--- config.mk ---
export PLATFORM = sky130hd
export DESIGN_NAME = pump_flow_trim_loop_unit_flat
export DESIGN_NICKNAME = d
export VERILOG_FILES = /design/src/rtl/pftl_pkg.sv /design/src/rtl/pftl_if.sv /design/src/rtl/pump_flow_trim_loop_unit.sv /design/src/rtl/pftl_div.sv /design/src/rtl/pftl_dp.sv /design/src/rtl/pftl_ctrl.sv /design/src/flat_wrapper.sv
export SDC_FILE = /design/constraint.sdc
export NUM_CORES = 2
export LEC_CHECK = 0
export BUFFER_PORTS_ARGS = -buffer_cell sky130_fd_sc_hd__buf_2
export CAP_MARGIN = 5
export CORE_ASPECT_RATIO = 1.5
export CORE_MARGIN = 2
export CORE_UTILIZATION = 45
export CTS_CLUSTER_DIAMETER = 80
export DETAILED_ROUTE_END_ITERATION = 16
export PLACE_DENSITY = 0.64
export SLEW_MARGIN = 20
export SYNTH_ARGS = -nofsm -noshare
export SYNTH_HDL_FRONTEND = slang
export SYNTH_SLANG_ARGS = --single-unit
--- constraint.sdc ---
create_clock -name clk -period 14 [get_ports clk]
set_input_delay 2.8 -clock clk [delete_from_list [all_inputs] [get_ports clk]]
set_output_delay 2.8 -clock clk [all_outputs]
set_load 0.01 [all_outputs]
--- src/rtl/pftl_pkg.sv ---
// Shared types and constants of the pump flow trim loop.
`timescale 1ns / 1ps
package pftl_pkg;

  localparam int CFG_IDX_W  = 3;
  localparam int CFG_DATA_W = 24;

  localparam logic [CFG_IDX_W-1:0] REG_FLOW_SETPOINT    = 3'd0;
  localparam logic [CFG_IDX_W-1:0] REG_PULSES_PER_LITRE = 3'd1;
  localparam logic [CFG_IDX_W-1:0] REG_VOLUME_PER_STEP  = 3'd2;
  localparam logic [CFG_IDX_W-1:0] REG_PUMP_ENABLE      = 3'd3;
  localparam logic [CFG_IDX_W-1:0] REG_TRIM_GAIN        = 3'd4;
  localparam logic [CFG_IDX_W-1:0] REG_TRIM_LIMIT       = 3'd5;

  localparam int DIV_NUM_W = 80;
  localparam int DIV_DEN_W = 45;
  localparam int DIV_Q_W   = 32;

  localparam logic [47:0] FLOW_SCALE   = 48'd96000000000000;
  localparam logic [31:0] FLOW_SAT     = 32'h7FFF_FFFF;
  localparam logic [31:0] TRIM_CAP     = 32'd1048576;
  localparam logic [17:0] TRIM_ONE     = 18'd65536;
  localparam logic [31:0] SP_TO_HZ     = 32'd500;
  localparam logic [31:0] PERIOD_SCALE = 32'd6000000;
  localparam logic [31:0] SP_SCALE     = 32'd1000000;

  typedef enum logic [4:0] {
    OP_NONE, OP_LOAD, OP_MUL_LO, OP_MUL_HI, OP_MUL_ADD, OP_F_DEN, OP_DIV_GO,
    OP_F_FIN, OP_T_ERR, OP_T_XG, OP_T_SET, OP_T_DEN, OP_T_FIN, OP_P_A,
    OP_P_B, OP_P_CMP, OP_P_NUM, OP_P_N2, OP_P_FIN, OP_OUT
  } op_t;

  typedef enum logic [4:0] {
    ST_IDLE, ST_DISP, ST_F_LO, ST_F_HI, ST_F_ADD, ST_F_DEN, ST_F_GO, ST_F_WAIT,
    ST_F_FIN, ST_CHK, ST_T_ERR, ST_T_XG, ST_T_SET, ST_T_LO, ST_T_HI, ST_T_ADD,
    ST_T_DEN, ST_T_GO, ST_T_WAIT, ST_T_FIN, ST_P_A, ST_P_B, ST_P_CMP, ST_P_NUM,
    ST_P_N2, ST_P_GO, ST_P_WAIT, ST_P_FIN, ST_OUT
  } state_t;

  typedef struct packed {
    op_t op;
  } dp_cmd_t;

  typedef struct packed {
    logic do_flow;
    logic trim_go;
    logic per_path;
    logic div_done;
    logic out_free;
  } dp_stat_t;

endpackage

--- src/rtl/pftl_if.sv ---
// Valid/ready channels for ticks and results.
`timescale 1ns / 1ps
interface pftl_in_if;
  logic               valid;
  logic               ready;
  logic signed [31:0] pulse_count;
  logic               count_ok;
  logic [23:0]        tick_us;
  modport source (output valid, pulse_count, count_ok, tick_us, input ready);
  modport sink (input valid, pulse_count, count_ok, tick_us, output ready);
endinterface

interface pftl_out_if;
  logic               valid;
  logic               ready;
  logic [29:0]        step_period_ns;
  logic signed [31:0] measured_flow;
  logic               flow_valid;
  logic [17:0]        trim_factor;
  modport source (output valid, step_period_ns, measured_flow, flow_valid, trim_factor,
                  input ready);
  modport sink (input valid, step_period_ns, measured_flow, flow_valid, trim_factor,
                output ready);
endinterface

--- src/rtl/pump_flow_trim_loop_unit.sv ---
// A tick with no flow and a stopped pump goes from transfer through dispatch straight
// to the result; a tick with flow, trim and period runs up to three divisions, each
// on the shared one-bit-per-cycle divider.
// Throughput: one tick in flight; the next is taken once the result sits in the
// output register. Reset (rst, synchronous) loads register defaults, trim to one
// and clears the primed flag and the previous count.
`timescale 1ns / 1ps
module pump_flow_trim_loop_unit
  import pftl_pkg::*;
#(
  parameter int MAX_FLOW = 200000
) (
  input  logic                  clk,
  input  logic                  rst,
  input  logic                  cfg_we,
  input  logic [CFG_IDX_W-1:0]  cfg_idx,
  input  logic [CFG_DATA_W-1:0] cfg_data,
  pftl_in_if.sink               item_in,
  pftl_out_if.source            result_out
);

  dp_cmd_t  cmd;
  dp_stat_t stat;

  pftl_ctrl u_ctrl (
    .clk      (clk),
    .rst      (rst),
    .in_valid (item_in.valid),
    .in_ready (item_in.ready),
    .stat     (stat),
    .cmd      (cmd)
  );

  pftl_dp #(
    .MAX_FLOW (MAX_FLOW)
  ) u_dp (
    .clk         (clk),
    .rst         (rst),
    .cfg_we      (cfg_we),
    .cfg_idx     (cfg_idx),
    .cfg_data    (cfg_data),
    .cmd         (cmd),
    .stat        (stat),
    .pulse_count (item_in.pulse_count),
    .count_ok    (item_in.count_ok),
    .tick_us     (item_in.tick_us),
    .result_out  (result_out)
  );

endmodule

--- src/rtl/pftl_div.sv ---
// Radix-2 restoring divider, one quotient bit per cycle, with quotient overflow flag.
`timescale 1ns / 1ps
module pftl_div
  import pftl_pkg::*;
(
  input  logic                 clk,
  input  logic                 rst,
  input  logic                 start,
  input  logic [DIV_NUM_W-1:0] num,
  input  logic [DIV_DEN_W-1:0] den,
  output logic                 done,
  output logic [DIV_Q_W-1:0]   quo,
  output logic                 ovf
);

  logic                 busy;
  logic [6:0]           step;
  logic [DIV_NUM_W-1:0] nsh;
  logic [DIV_DEN_W-1:0] rem;
  logic [DIV_DEN_W:0]   trial;
  logic [DIV_DEN_W+1:0] diff;
  logic                 ge;

  assign trial = {rem, nsh[DIV_NUM_W-1]};
  assign diff  = {1'b0, trial} - {2'b00, den};
  assign ge    = ~diff[DIV_DEN_W+1];

  always_ff @(posedge clk) begin
    if (rst) begin
      busy <= 1'b0;
      done <= 1'b0;
    end else begin
      done <= busy && !start && (step == 7'd0);
      if (start) begin
        busy <= 1'b1;
        step <= 7'(DIV_NUM_W - 1);
      end else if (busy) begin
        if (step == 7'd0) begin
          busy <= 1'b0;
        end else begin
          step <= step - 7'd1;
        end
      end
    end
  end

  always_ff @(posedge clk) begin
    if (start) begin
      nsh <= num;
      rem <= '0;
      quo <= '0;
      ovf <= 1'b0;
    end else if (busy) begin
      nsh <= {nsh[DIV_NUM_W-2:0], 1'b0};
      rem <= ge ? diff[DIV_DEN_W-1:0] : trial[DIV_DEN_W-1:0];
      // a set top bit means the next shift passes the quotient width
      ovf <= ovf | quo[DIV_Q_W-1];
      quo <= {quo[DIV_Q_W-2:0], ge};
    end
  end

endmodule

--- src/rtl/pftl_dp.sv ---
// Datapath: config registers, shared multiplier, divider, trim state and result register.
`timescale 1ns / 1ps
module pftl_dp
  import pftl_pkg::*;
#(
  parameter int MAX_FLOW = 200000
) (
  input  logic                  clk,
  input  logic                  rst,
  input  logic                  cfg_we,
  input  logic [CFG_IDX_W-1:0]  cfg_idx,
  input  logic [CFG_DATA_W-1:0] cfg_data,
  input  dp_cmd_t               cmd,
  output dp_stat_t              stat,
  input  logic [31:0]           pulse_count,
  input  logic                  count_ok,
  input  logic [23:0]           tick_us,
  pftl_out_if.source            result_out
);

  logic [17:0] sp;
  logic [19:0] ppl;
  logic [23:0] vps;
  logic        pump;
  logic [15:0] gain;
  logic [15:0] lim;

  logic [31:0] prev;
  logic        primed;
  logic [17:0] trim;

  logic [23:0] dt;
  logic        neg;
  logic        do_flow;
  logic [31:0] flow;
  logic        valid_r;
  logic [31:0] emag;
  logic        eneg;
  logic [47:0] xw;
  logic [31:0] yw;
  logic [63:0] p;
  logic [79:0] num;
  logic        go;
  logic [29:0] period;
  logic        out_v;

  logic [31:0] ma, mb;
  logic [63:0] prod;
  logic [31:0] d, mag;
  logic [32:0] err;
  logic [31:0] qflow, qinc;
  logic [22:0] tbase, tsum, lob, hib, tclamp;
  logic [43:0] rhs;
  logic        div_done;
  logic [31:0] quo;
  logic        ovf;
  logic        good_read;

  assign d   = pulse_count - prev;
  assign mag = d[31] ? (32'd0 - d) : d;
  assign err = {15'd0, sp} - {flow[31], flow};
  assign good_read = (tick_us != '0) && count_ok;

  always_comb begin
    ma = '0;
    mb = '0;
    unique case (cmd.op)
      OP_MUL_LO: begin ma = xw[31:0];            mb = yw;             end
      OP_MUL_HI: begin ma = {16'd0, xw[47:32]};  mb = yw;             end
      OP_F_DEN:  begin ma = {8'd0, dt};          mb = {12'd0, ppl};   end
      OP_T_XG:   begin ma = emag;                mb = {16'd0, gain};  end
      OP_T_DEN:  begin ma = {14'd0, sp};         mb = SP_SCALE;       end
      OP_P_A:    begin ma = {14'd0, sp};         mb = SP_TO_HZ;       end
      OP_P_B:    begin ma = p[31:0];             mb = {14'd0, trim};  end
      OP_P_NUM:  begin ma = {8'd0, vps};         mb = PERIOD_SCALE;   end
      OP_P_N2:   begin ma = {14'd0, sp};         mb = {14'd0, trim};  end
      default:   begin ma = '0;                  mb = '0;             end
    endcase
  end

  assign prod = {32'd0, ma} * {32'd0, mb};

  assign qflow = (ovf || quo > FLOW_SAT) ? FLOW_SAT : quo;
  assign qinc  = (ovf || quo > TRIM_CAP) ? TRIM_CAP : quo;
  assign tbase = {5'd0, trim};
  assign tsum  = eneg ? (tbase - qinc[22:0]) : (tbase + qinc[22:0]);
  assign lob   = {5'd0, TRIM_ONE} - {7'd0, lim};
  assign hib   = {5'd0, TRIM_ONE} + {7'd0, lim};

  // clamp the signed sum into one plus or minus the limit
  always_comb begin
    priority if ($signed(tsum) < $signed(lob)) tclamp = lob;
    else if ($signed(tsum) > $signed(hib)) tclamp = hib;
    else tclamp = tsum;
  end

  assign rhs = {2'd0, ({2'd0, vps} + {1'b0, vps, 1'b0}), 16'd0};

  pftl_div u_div (
    .clk   (clk),
    .rst   (rst),
    .start (cmd.op == OP_DIV_GO),
    .num   (num),
    .den   (p[DIV_DEN_W-1:0]),
    .done  (div_done),
    .quo   (quo),
    .ovf   (ovf)
  );

  always_ff @(posedge clk) begin
    if (rst) begin
      sp      <= '0;
      ppl     <= 20'd96000;
      vps     <= 24'd1830;
      pump    <= 1'b0;
      gain    <= 16'd1311;
      lim     <= 16'd22938;
      prev    <= '0;
      primed  <= 1'b0;
      trim    <= TRIM_ONE;
      do_flow <= 1'b0;
      valid_r <= 1'b0;
      out_v   <= 1'b0;
    end else begin
      if (cfg_we) begin
        unique case (cfg_idx)
          REG_FLOW_SETPOINT: begin
            sp   <= ({2'd0, cfg_data[17:0]} > 20'(MAX_FLOW)) ? 18'(MAX_FLOW)
                                                              : cfg_data[17:0];
            trim <= TRIM_ONE;
          end
          REG_PULSES_PER_LITRE: if (cfg_data[19:0] > 20'd16) ppl <= cfg_data[19:0];
          REG_VOLUME_PER_STEP:  if (cfg_data != '0) vps <= cfg_data;
          REG_PUMP_ENABLE:      pump <= cfg_data[0];
          REG_TRIM_GAIN:        gain <= cfg_data[15:0];
          REG_TRIM_LIMIT:       lim <= cfg_data[15:0];
          default: ;
        endcase
      end
      if (cmd.op == OP_LOAD) begin
        valid_r <= 1'b0;
        do_flow <= good_read && primed;
        if (good_read) begin
          prev   <= pulse_count;
          primed <= 1'b1;
        end
      end
      if (cmd.op == OP_F_FIN) valid_r <= 1'b1;
      if (cmd.op == OP_T_FIN) trim <= tclamp[17:0];
      if (cmd.op == OP_OUT) out_v <= 1'b1;
      else if (result_out.ready) out_v <= 1'b0;
    end
  end

  always_ff @(posedge clk) begin
    unique case (cmd.op)
      OP_LOAD: begin
        dt     <= tick_us;
        neg    <= d[31];
        xw     <= FLOW_SCALE;
        yw     <= mag;
        flow   <= '0;
        period <= '0;
      end
      OP_MUL_LO, OP_F_DEN, OP_T_XG, OP_T_DEN, OP_P_A, OP_P_B, OP_P_NUM: p <= prod;
      OP_MUL_HI: begin
        num <= {16'd0, p};
        p   <= prod;
      end
      OP_MUL_ADD: num <= num + {p[47:0], 32'd0};
      OP_F_FIN:   flow <= neg ? (32'd0 - qflow) : qflow;
      OP_T_ERR: begin
        eneg <= err[32];
        emag <= err[32] ? (32'd0 - err[31:0]) : err[31:0];
      end
      OP_T_SET: begin
        xw <= p[47:0];
        yw <= {8'd0, dt};
      end
      OP_P_CMP: go <= (p[43:0] >= rhs);
      OP_P_N2: begin
        num <= {p[63:0], 16'd0};
        p   <= prod;
      end
      OP_P_FIN: period <= go ? quo[29:0] : '0;
      OP_OUT: begin
        result_out.step_period_ns <= period;
        result_out.measured_flow  <= flow;
        result_out.flow_valid     <= valid_r;
        result_out.trim_factor    <= trim;
      end
      default: ;
    endcase
  end

  assign result_out.valid = out_v;

  assign stat.do_flow  = do_flow;
  assign stat.per_path = pump && (sp != '0);
  assign stat.trim_go  = pump && (sp != '0) && valid_r && ($signed(flow) > 32'sd50);
  assign stat.div_done = div_done;
  assign stat.out_free = !out_v || result_out.ready;

endmodule

--- src/rtl/pftl_ctrl.sv ---
// Controller: sequences flow, trim and period steps of one tick.
`timescale 1ns / 1ps
module pftl_ctrl
  import pftl_pkg::*;
(
  input  logic     clk,
  input  logic     rst,
  input  logic     in_valid,
  output logic     in_ready,
  input  dp_stat_t stat,
  output dp_cmd_t  cmd
);

  state_t state, state_next;

  always_ff @(posedge clk) begin
    if (rst) state <= ST_IDLE;
    else state <= state_next;
  end

  always_comb begin
    state_next = state;
    unique case (state)
      ST_IDLE:   if (in_valid) state_next = ST_DISP;
      ST_DISP: begin
        priority if (stat.do_flow) state_next = ST_F_LO;
        else if (stat.per_path) state_next = ST_P_A;
        else state_next = ST_OUT;
      end
      ST_F_LO:   state_next = ST_F_HI;
      ST_F_HI:   state_next = ST_F_ADD;
      ST_F_ADD:  state_next = ST_F_DEN;
      ST_F_DEN:  state_next = ST_F_GO;
      ST_F_GO:   state_next = ST_F_WAIT;
      ST_F_WAIT: if (stat.div_done) state_next = ST_F_FIN;
      ST_F_FIN:  state_next = ST_CHK;
      ST_CHK: begin
        priority if (stat.trim_go) state_next = ST_T_ERR;
        else if (stat.per_path) state_next = ST_P_A;
        else state_next = ST_OUT;
      end
      ST_T_ERR:  state_next = ST_T_XG;
      ST_T_XG:   state_next = ST_T_SET;
      ST_T_SET:  state_next = ST_T_LO;
      ST_T_LO:   state_next = ST_T_HI;
      ST_T_HI:   state_next = ST_T_ADD;
      ST_T_ADD:  state_next = ST_T_DEN;
      ST_T_DEN:  state_next = ST_T_GO;
      ST_T_GO:   state_next = ST_T_WAIT;
      ST_T_WAIT: if (stat.div_done) state_next = ST_T_FIN;
      ST_T_FIN:  state_next = ST_P_A;
      ST_P_A:    state_next = ST_P_B;
      ST_P_B:    state_next = ST_P_CMP;
      ST_P_CMP:  state_next = ST_P_NUM;
      ST_P_NUM:  state_next = ST_P_N2;
      ST_P_N2:   state_next = ST_P_GO;
      ST_P_GO:   state_next = ST_P_WAIT;
      ST_P_WAIT: if (stat.div_done) state_next = ST_P_FIN;
      ST_P_FIN:  state_next = ST_OUT;
      ST_OUT:    if (stat.out_free) state_next = ST_IDLE;
      default:   state_next = ST_IDLE;
    endcase
  end

  always_comb begin
    in_ready = 1'b0;
    cmd.op   = OP_NONE;
    unique case (state)
      ST_IDLE: begin
        in_ready = 1'b1;
        if (in_valid) cmd.op = OP_LOAD;
      end
      ST_F_LO, ST_T_LO:   cmd.op = OP_MUL_LO;
      ST_F_HI, ST_T_HI:   cmd.op = OP_MUL_HI;
      ST_F_ADD, ST_T_ADD: cmd.op = OP_MUL_ADD;
      ST_F_DEN:           cmd.op = OP_F_DEN;
      ST_F_GO, ST_T_GO, ST_P_GO: cmd.op = OP_DIV_GO;
      ST_F_FIN:           cmd.op = OP_F_FIN;
      ST_T_ERR:           cmd.op = OP_T_ERR;
      ST_T_XG:            cmd.op = OP_T_XG;
      ST_T_SET:           cmd.op = OP_T_SET;
      ST_T_DEN:           cmd.op = OP_T_DEN;
      ST_T_FIN:           cmd.op = OP_T_FIN;
      ST_P_A:             cmd.op = OP_P_A;
      ST_P_B:             cmd.op = OP_P_B;
      ST_P_CMP:           cmd.op = OP_P_CMP;
      ST_P_NUM:           cmd.op = OP_P_NUM;
      ST_P_N2:            cmd.op = OP_P_N2;
      ST_P_FIN:           cmd.op = OP_P_FIN;
      ST_OUT:             if (stat.out_free) cmd.op = OP_OUT;
      default:            cmd.op = OP_NONE;
    endcase
  end

endmodule

--- src/flat_wrapper.sv ---
// flat-port wrapper written by rule: the top's interface ports become plain ports
module pump_flow_trim_loop_unit_flat import pftl_pkg::*;
#(
  parameter int MAX_FLOW = 200000
)
  (clk, rst, cfg_we, cfg_idx, cfg_data, item_in_valid, item_in_pulse_count, item_in_count_ok, item_in_tick_us, item_in_ready, result_out_valid, result_out_step_period_ns, result_out_measured_flow, result_out_flow_valid, result_out_trim_factor, result_out_ready);
  pftl_in_if item_in_i ();
  pftl_out_if result_out_i ();
  input  logic clk;
  input  logic rst;
  input  logic cfg_we;
  input  logic [CFG_IDX_W-1:0] cfg_idx;
  input  logic [CFG_DATA_W-1:0] cfg_data;
  input wire logic [$bits(item_in_i.valid)-1:0] item_in_valid;
  input wire logic [$bits(item_in_i.pulse_count)-1:0] item_in_pulse_count;
  input wire logic [$bits(item_in_i.count_ok)-1:0] item_in_count_ok;
  input wire logic [$bits(item_in_i.tick_us)-1:0] item_in_tick_us;
  output wire logic [$bits(item_in_i.ready)-1:0] item_in_ready;
  output wire logic [$bits(result_out_i.valid)-1:0] result_out_valid;
  output wire logic [$bits(result_out_i.step_period_ns)-1:0] result_out_step_period_ns;
  output wire logic [$bits(result_out_i.measured_flow)-1:0] result_out_measured_flow;
  output wire logic [$bits(result_out_i.flow_valid)-1:0] result_out_flow_valid;
  output wire logic [$bits(result_out_i.trim_factor)-1:0] result_out_trim_factor;
  input wire logic [$bits(result_out_i.ready)-1:0] result_out_ready;
  assign item_in_i.valid = item_in_valid;
  assign item_in_i.pulse_count = item_in_pulse_count;
  assign item_in_i.count_ok = item_in_count_ok;
  assign item_in_i.tick_us = item_in_tick_us;
  assign item_in_ready = item_in_i.ready;
  assign result_out_valid = result_out_i.valid;
  assign result_out_step_period_ns = result_out_i.step_period_ns;
  assign result_out_measured_flow = result_out_i.measured_flow;
  assign result_out_flow_valid = result_out_i.flow_valid;
  assign result_out_trim_factor = result_out_i.trim_factor;
  assign result_out_i.ready = result_out_ready;
  pump_flow_trim_loop_unit #(.MAX_FLOW(MAX_FLOW)) u_core (.clk(clk), .rst(rst), .cfg_we(cfg_we), .cfg_idx(cfg_idx), .cfg_data(cfg_data), .item_in(item_in_i), .result_out(result_out_i));
endmodule
* After elaboration in Yosys (flattened, before gate mapping)
Cells that the tools add are included.
** Word-level totals
- Logic and storage cells :: 207
- Output and inout port bits :: 83
- Register bits after elaboration :: 747
- Input bits :: 89
** Operators by class
- Bitwise operators :: 3
- Add/sub/neg operators :: 13
- Multipliers :: 1
- Equality and inequality tests :: 58
- Multiplexer cells :: 45
- Magnitude comparators :: 8
- Reductions and logical operators :: 44
** Operators with widths (count)
- 32-bit case mux with 7 select lines :: 2
- 80-bit case mux with 3 select lines :: 1
- 80-bit two-way mux :: 2
- 5-bit case mux with 29 select lines :: 1
- 32-bit two-way mux :: 4
- 32-bit case mux with 2 select lines :: 2
- 18-bit two-way mux :: 6
- 48-bit case mux with 2 select lines :: 1
- 1-bit by 32-bit subtractor with 32-bit output, first input constant :: 3
- 5-bit case mux with 19 select lines :: 1
- 5-bit equality test, second input constant :: 17
- 80-bit adder :: 1
- 5-bit by 4-bit equality test with 1-bit output, second input constant :: 16
- 32-bit by 32-bit multiplier with 64-bit output :: 1
- 30-bit case mux with 2 select lines :: 1
- 24-bit nonzero test :: 2
- 46-bit by 45-bit subtractor with 47-bit output :: 1
- 23-bit two-way mux :: 2
- 45-bit two-way mux :: 1
- 44-bit by 42-bit >= comparator with 1-bit output :: 1
- 5-bit by 3-bit equality test with 1-bit output, second input constant :: 8
- 5-bit two-way mux :: 8
- 19-bit by 32-bit subtractor with 33-bit output :: 1
- 32-bit by 21-bit greater-than comparator with 1-bit output, second input constant :: 1
- other kinds (41) :: 88

* Logic depth before layout (Yosys ltp)
- Word-level depth :: 9
- Gate-level depth with buffers :: 42
- Gate-level depth less buffers :: 38

* Cells and area by module
A second synthesis with hierarchy kept.
** Second synthesis, totals
- Cells, all modules :: 8325
- Area total of the unflattened synthesis :: 76634.7 um^2
** By module, submodules not included
- pftl_dp :: area an instance 66316.1 um^2, cells an instance 7243, instances 1, sequential area each 15775.1 um^2
- pftl_div :: area an instance 9618.0 um^2, cells an instance 981, instances 1, sequential area each 4214.0 um^2
- pftl_ctrl :: area an instance 700.7 um^2, cells an instance 101, instances 1, sequential area each 100.1 um^2

* Least setup slack after synthesis
OpenSTA, ideal clock, no wires.
- Kind :: register to register
- Start :: register u_core.u_ctrl.state[2]
- End :: register u_core.u_dp.p[58] (data pin)
- Arrival :: 10.097 ns
- Setup slack :: 3.644 ns
- Required time :: 13.740 ns
- Clock period less this slack :: 10.356 ns
- Path buffers :: 4
- Library setup time :: 0.260 ns
- Stages on the path, launching flop included :: 39
- Cell sequence :: dfxtp_1 -> clkbuf_1 -> nor2b_1 -> nand2_1 -> clkbuf_1 -> nor2_1 -> clkbuf_1 -> a22o_1 -> a2111oi_0 -> clkbuf_1 -> nor2_1 -> fa_1 -> inv_1 -> fa_1 -> inv_1 -> fa_1 -> inv_1 -> fa_1 -> [... 3 more ...] -> fa_1 -> inv_1 -> fa_1 -> inv_1 -> ha_1 -> a21oi_1 -> o21bai_1 -> a21oi_1 -> o21ai_0 -> a221o_1 -> a2111oi_0 -> o221ai_1 -> o2111ai_1 -> o211ai_1 -> a21oi_1 -> o21ai_0 -> a21oi_1 -> xnor2_1
** Between the ends
- Cells in the longest elaborated chain, start to end :: 7
- Elaborated cells between the ends (all ways) :: 44
- Those cells by class :: mul: 1; eq/ne: 32; mux: 3; reduce/logical: 8
** Ends and longest elaborated chain
- start: declaration :: RTL line pftl_ctrl.sv:14 : state_t state, state_next;
- start signal: assignment :: RTL line pftl_ctrl.sv:18 : else state <= state_next;
- 5-bit by 3-bit equality test with 1-bit output (tied with other cells) :: RTL line pftl_ctrl.sv:68 : unique case (state)
- 3-bit OR reduction / 2-bit OR reduction (equally long branches) :: RTL line pftl_ctrl.sv:68
- 5-bit case mux with 19 select lines (*) :: RTL line pftl_ctrl.sv:68
- 5-bit equality test (tied with other cells) :: RTL line pftl_dp.sv:67 : unique case (cmd.op)
- 3-bit OR reduction (no line) / 2-bit OR reduction (equally long branches)
- 32-bit case mux with 7 select lines :: RTL line pftl_dp.sv:67
- 32-bit by 32-bit multiplier with 64-bit output (*) :: RTL line pftl_dp.sv:81 : assign prod = {32'd0, ma} * {32'd0, mb};
- named net u_core.u_dp.prod[58] :: RTL line pftl_dp.sv:48 : logic [63:0] prod;
- end signal: assignment :: RTL line pftl_dp.sv:165 : OP_MUL_LO, OP_F_DEN, OP_T_XG, OP_T_DEN, OP_P_A, OP_P_B, OP_P_NUM: p <= prod;
- end signal: assignment :: RTL line pftl_dp.sv:168 : p <= prod;
- end signal: assignment :: RTL line pftl_dp.sv:183 : p <= prod;
- end: declaration :: RTL line pftl_dp.sv:41 : logic [63:0] p;
Mark *: on every way through the listed nets, which the timed path passes. The rest lies on a longest branch.
A chain may end at the register's enable or synchronous reset.

* Worst setup path in the final report
- Start :: register u_core.u_ctrl.state[3]
- End :: register u_core.u_dp.p[58] (data pin)
Same word-level chain as after synthesis.

==> impl_summary.txt <==
----------------------------------------------------
[Cells and area]
  Fraction of final layout cells with drive strength greater than 1 ... 7.05%
  Fin util ... 49.2%
  Fillers ... 15977
  Area grow syn2layout ... 8.61%
  Final net count ... 9897

[Detailed routing]
  Vias per cell ... 5.90
  Number of vias after detailed routing ... 63188
  Count of TritonRoute iterations in the first routing pass ... 8
  Met3 wire length ... 20400 um
  Remaining number of nets flagged by the antenna check after routing ... 0
  Max Used Layer ... met5
  Met2 wire len ... 140000 um
  Detailed-route wire length per cell ... 26.9 um
  Starting DRT DRC Count ... 5203
  Total DRC errors in the routed layout ... 0
  Total detailed-routing wirelength ... 288000 um
  Wire length the detailed router placed on met1 ... 96400 um

[Floorplan]
  Chip height ... 507 um
  Die extent in x ... 339 um
  Die Area ... 172000 um^2
  Initial Utilization ... 45.3%
  Core region area ... 168000 um^2
  I/O pin total ... 172
  # rows ... 184

[Synthesis]
  Synth async-reset ratio ... 0%
  Library cell with the highest instance count after synthesis ... sky130_fd_sc_hd__nand2_1
  Post-synth EDFFs ... 513
  Portion of synthesized cell area occupied by the leading cell type ... 23.8%
  FF+latch count, synth ... 747
  Sequential fraction of the synthesis area ... 26.5%
  Netlist area before placement ... 75900 um^2
  Top cell type by total area after synthesis ... sky130_fd_sc_hd__fa_1
  Most frequently used flop master after synthesis ... sky130_fd_sc_hd__edfxtp_1
  Post-synthesis net count ... 9886
  Ys Warns ... 0
  Syn_area_per_cell ... 9.05 um^2
  Count of different cell masters after synthesis ... 99
  Leading post-synthesis cells by cell area ... sky130_fd_sc_hd__fa_1 24%, sky130_fd_sc_hd__edfxtp_1 20%, sky130_fd_sc_hd__ha_1 8.4%
  Leading post-synthesis cells by instance count ... 1191 x sky130_fd_sc_hd__nand2_1, 1185 x sky130_fd_sc_hd__inv_1, 990 x sky130_fd_sc_hd__nor2_1, 902 x sky130_fd_sc_hd__fa_1, 513 x sky130_fd_sc_hd__edfxtp_1
  Post-Syn Instances ... 8384

[Power and ir drop]
  Total design power ... 13.8 mW
  Power density over cell area ... 167 nW/um^2
  Net switching power figure ... 6.87 mW
  Portion of total power attributed to sequential cells ... 28.5%
  Internal power ... 6.92 mW
  Part of the total power dissipated in the clock network ... 15.6%
  Maximum resistive drop on vdd ... 0.129 mV
  Switching Fraction ... 49.8%
  Pleak ... 37.3 nW
  Relative contribution of combinational cells to total power ... 55.9%

[STA]
  Final setup TNS ... 0 ns
  Worst relative slew slack ... 16.6%
  Worst Skew ... 0.0513 ns
  Final clock period utilization by the worst path ... 88.3%
  Worst-case hold slack ... 0.411 ns
  Unrepaired setup endpoints after global routing ... no
  Final hold violation count ... 0
  Min Clock Period, post-route ... 12.36 ns
  Number of failing setup endpoints in the final timing report ... 0
  Final count of pins violating max slew ... 0
  Fmax ... 80.9 MHz
  Transition time at the pin with the least slew margin ... 1.24 ns

[Clocking]
  Post-CTS setup buffer count ... 0
  Resized Gates After CTS ... 0
  TritonCTS clock tree ... done
  # clock sinks ... 747
  H-tree lvl count ... 3
  Clock buffer count from CTS ... 76
  Max Root-Sink Buffers ... 3
  Clk Latency, worst-skew pair ... 0.71 ns
  Clock root cell ... sky130_fd_sc_hd__clkbuf_16
  Hold_buf cts ... 0
  Reg clk slew, reported paths ... 0.07 ns

[Hold path]
  Path type of the worst min-delay path ... flip-flop to flip-flop
  Launch instance of the worst min-delay path ... u_core.u_dp.period[15]$_SDFFCE_PN0P_

[Global route]
  Antenna violations before repair ... 19
  Number of global-route vias before repair ... 64436
  Pin count of the biggest net entering global routing ... 99
  Wire length of the first global-routing pass ... 418000 um
  Grt ovf ... 0
  Overall fraction of global-route tracks in use ... 33.2%

[Critical path]
  Bufs and invs on worst path ... 4
  Top cell by count, worst path ... sky130_fd_sc_hd__fa_1
  Startpoint type of the worst setup path ... flip-flop
  Arrival time of the worst setup path ... 12.82 ns
  Crit Path Category ... flip-flop to flip-flop
  Largest delay contributor family on the critical path ... adder cells
  Crit-path max FO ... 46
  Setup crit start ... u_core.u_ctrl.state[3]$_SDFFE_PP0P_
  Crit-path slowest cell ... sky130_fd_sc_hd__and2_0
  Data required time of the critical path ... 14.46 ns
  Largest stage delay, worst path ... 1.02 ns
  Setup crit end kind ... flip-flop
  Start of the worst register-to-register path ... u_core.u_ctrl.state[3]$_SDFFE_PP0P_

[Place]
  HPWL after detailed placement ... 223000 um
  Number of buffers inserted by port buffering ... 171
  Routability-driven placement congestion ratio ... 1.03

[Flow run]
  Max_cap viols ... 0

[Outcome]
  Result of the run ... finished clean

----------------------------------------------------
==> power by group through the flow <==
stage | sequential, mW | combinational, mW | clock (mW)
after floorplan | 3.51 | 5.02 | 0
after global placement | 3.92 | 7.44 | 0
after detailed placement | 3.92 | 7.54 | 0
after CTS | 3.89 | 7.59 | 2.18
after global routing | 3.93 | 8.33 | 2.26
final | 3.93 | 7.70 | 2.15
==> per-layer routing <==
layer / track usage, % / vias up
met5: 0 / -
met4: 29.4 / 10
met3: 6.06 / 1063
met2: 56.6 / 2872
met1: 35.2 / 31596
li1: - / 27647
==> sequential cells by signal, indices dropped and copies added, names as in the netlist, 18 cells and up <==
name	flops
u_core.u_dp.yw	32
u_core.u_dp.result_out.step_period_ns	30
u_core.u_dp.vps	24
u_core.u_dp.p	64
u_core.u_dp.u_div.quo	32
u_core.u_dp.flow	32
u_core.u_dp.prev	32
u_core.u_dp.ppl	20
u_core.u_dp.emag	32
u_core.u_dp.sp	18
u_core.u_dp.u_div.nsh	80
u_core.u_dp.dt	24
u_core.u_dp.xw	48
u_core.u_dp.period	30
u_core.u_dp.num	80
u_core.u_dp.trim	18
u_core.u_dp.result_out.trim_factor	18
u_core.u_dp.result_out.measured_flow	32
u_core.u_dp.u_div.rem	45
==> final cells by class <==
| cell class | instances | area [um^2] | share of cell area [%] |
|---|---|---|---|
| well taps | 2232 | 2790 | 3.39 |
| flip-flops and latches | 747 | 20100 | 24.4 |
| clock inverters | 49 | 523 | 0.635 |
| clock buffers | 91 | 2040 | 2.48 |
| inverters | 1186 | 4450 | 5.40 |
| multi-input cells | 6039 | 50300 | 61.0 |
| repair buffers | 345 | 2190 | 2.66 |
| diodes | 18 | 45.0 | 0.0547 |
==> cells in the final DEF, fill, tap and decap left out, types with 46 or more instances in the layout <==
| cell | count |
|---|---|
| sky130_fd_sc_hd__or3_1 | 50 |
| sky130_fd_sc_hd__o21a_1 | 47 |
| sky130_fd_sc_hd__xor2_1 | 108 |
| sky130_fd_sc_hd__o21ai_0 | 222 |
| sky130_fd_sc_hd__xnor2_1 | 189 |
| sky130_fd_sc_hd__clkbuf_16 | 79 |
| sky130_fd_sc_hd__edfxtp_1 | 513 |
| sky130_fd_sc_hd__ha_1 | 511 |
| sky130_fd_sc_hd__buf_2 | 170 |
| sky130_fd_sc_hd__nor2b_1 | 52 |
| sky130_fd_sc_hd__inv_1 | 1185 |
| sky130_fd_sc_hd__buf_4 | 173 |
| sky130_fd_sc_hd__dfxtp_1 | 233 |
| sky130_fd_sc_hd__mux2i_1 | 97 |
| sky130_fd_sc_hd__and3_1 | 46 |
| sky130_fd_sc_hd__a21oi_1 | 306 |
| sky130_fd_sc_hd__nand2_1 | 1187 |
| sky130_fd_sc_hd__fa_1 | 902 |
| sky130_fd_sc_hd__a22oi_1 | 93 |
| sky130_fd_sc_hd__and2_1 | 77 |
| sky130_fd_sc_hd__nor2_1 | 985 |
| sky130_fd_sc_hd__nand2b_1 | 67 |
| sky130_fd_sc_hd__nand3_1 | 93 |
| sky130_fd_sc_hd__nor3_1 | 114 |
| sky130_fd_sc_hd__a211oi_1 | 55 |
| sky130_fd_sc_hd__a31oi_1 | 46 |
| sky130_fd_sc_hd__a21o_1 | 159 |
==> kinds of logic (layout without fill, tap and decap cells) <==
family | after synthesis | after routing | synth area share (%)
buffers and inverters | 1598 | 1671 | 7.94
adder cells (fa/ha/maj) | 1413 | 1413 | 32.2
multiplexers | 102 | 102 | 1.35
AO/OA/AOI/OAI | 1352 | 1352 | 12.2
XOR/XNOR | 297 | 297 | 3.43
AND/OR/NAND/NOR | 2875 | 2875 | 16.4
other | 0 | 18 | 0
flip-flops | 747 | 747 | 26.5
==> worst register-to-register path, delay by kind of cell (launching register included) <==
family                     cells  cell delay [ns]
DFF                            1             0.90
AOI/OAI and AO/OA             14             3.69
adders and majority gates      9             4.81
buffers and inverters          4             0.77
xor gates and xnor gates       1             0.09
and+or+nand+nor                4             1.90
==> stage by stage <==
stage | setup slack, ns | instance area (um^2) | cells
after floorplan | 3.64 | 75900 | 8384
after global placement | 2.21 | 79700 | 10548
after detailed placement | 1.88 | 79800 | 10549
after CTS | 1.85 | 82300 | 10689
after global routing | 1.29 | 82400 | 10694
final | 1.64 | 82400 | 10707
==> final timing paths <==
check	to	slack [ns]	cells after the start
setup / recovery	u_core.u_dp.p[58]$_DFFE_PP_	1.64	32
hold / removal	u_core.u_dp.result_out.step_period_ns[15]$_DFFE_PP_	0.41	0
setup reg to reg	u_core.u_dp.p[58]$_DFFE_PP_	1.64	32
hold reg to reg	u_core.u_dp.result_out.step_period_ns[15]$_DFFE_PP_	0.41	0
Power figures use the tool's default switching activity.
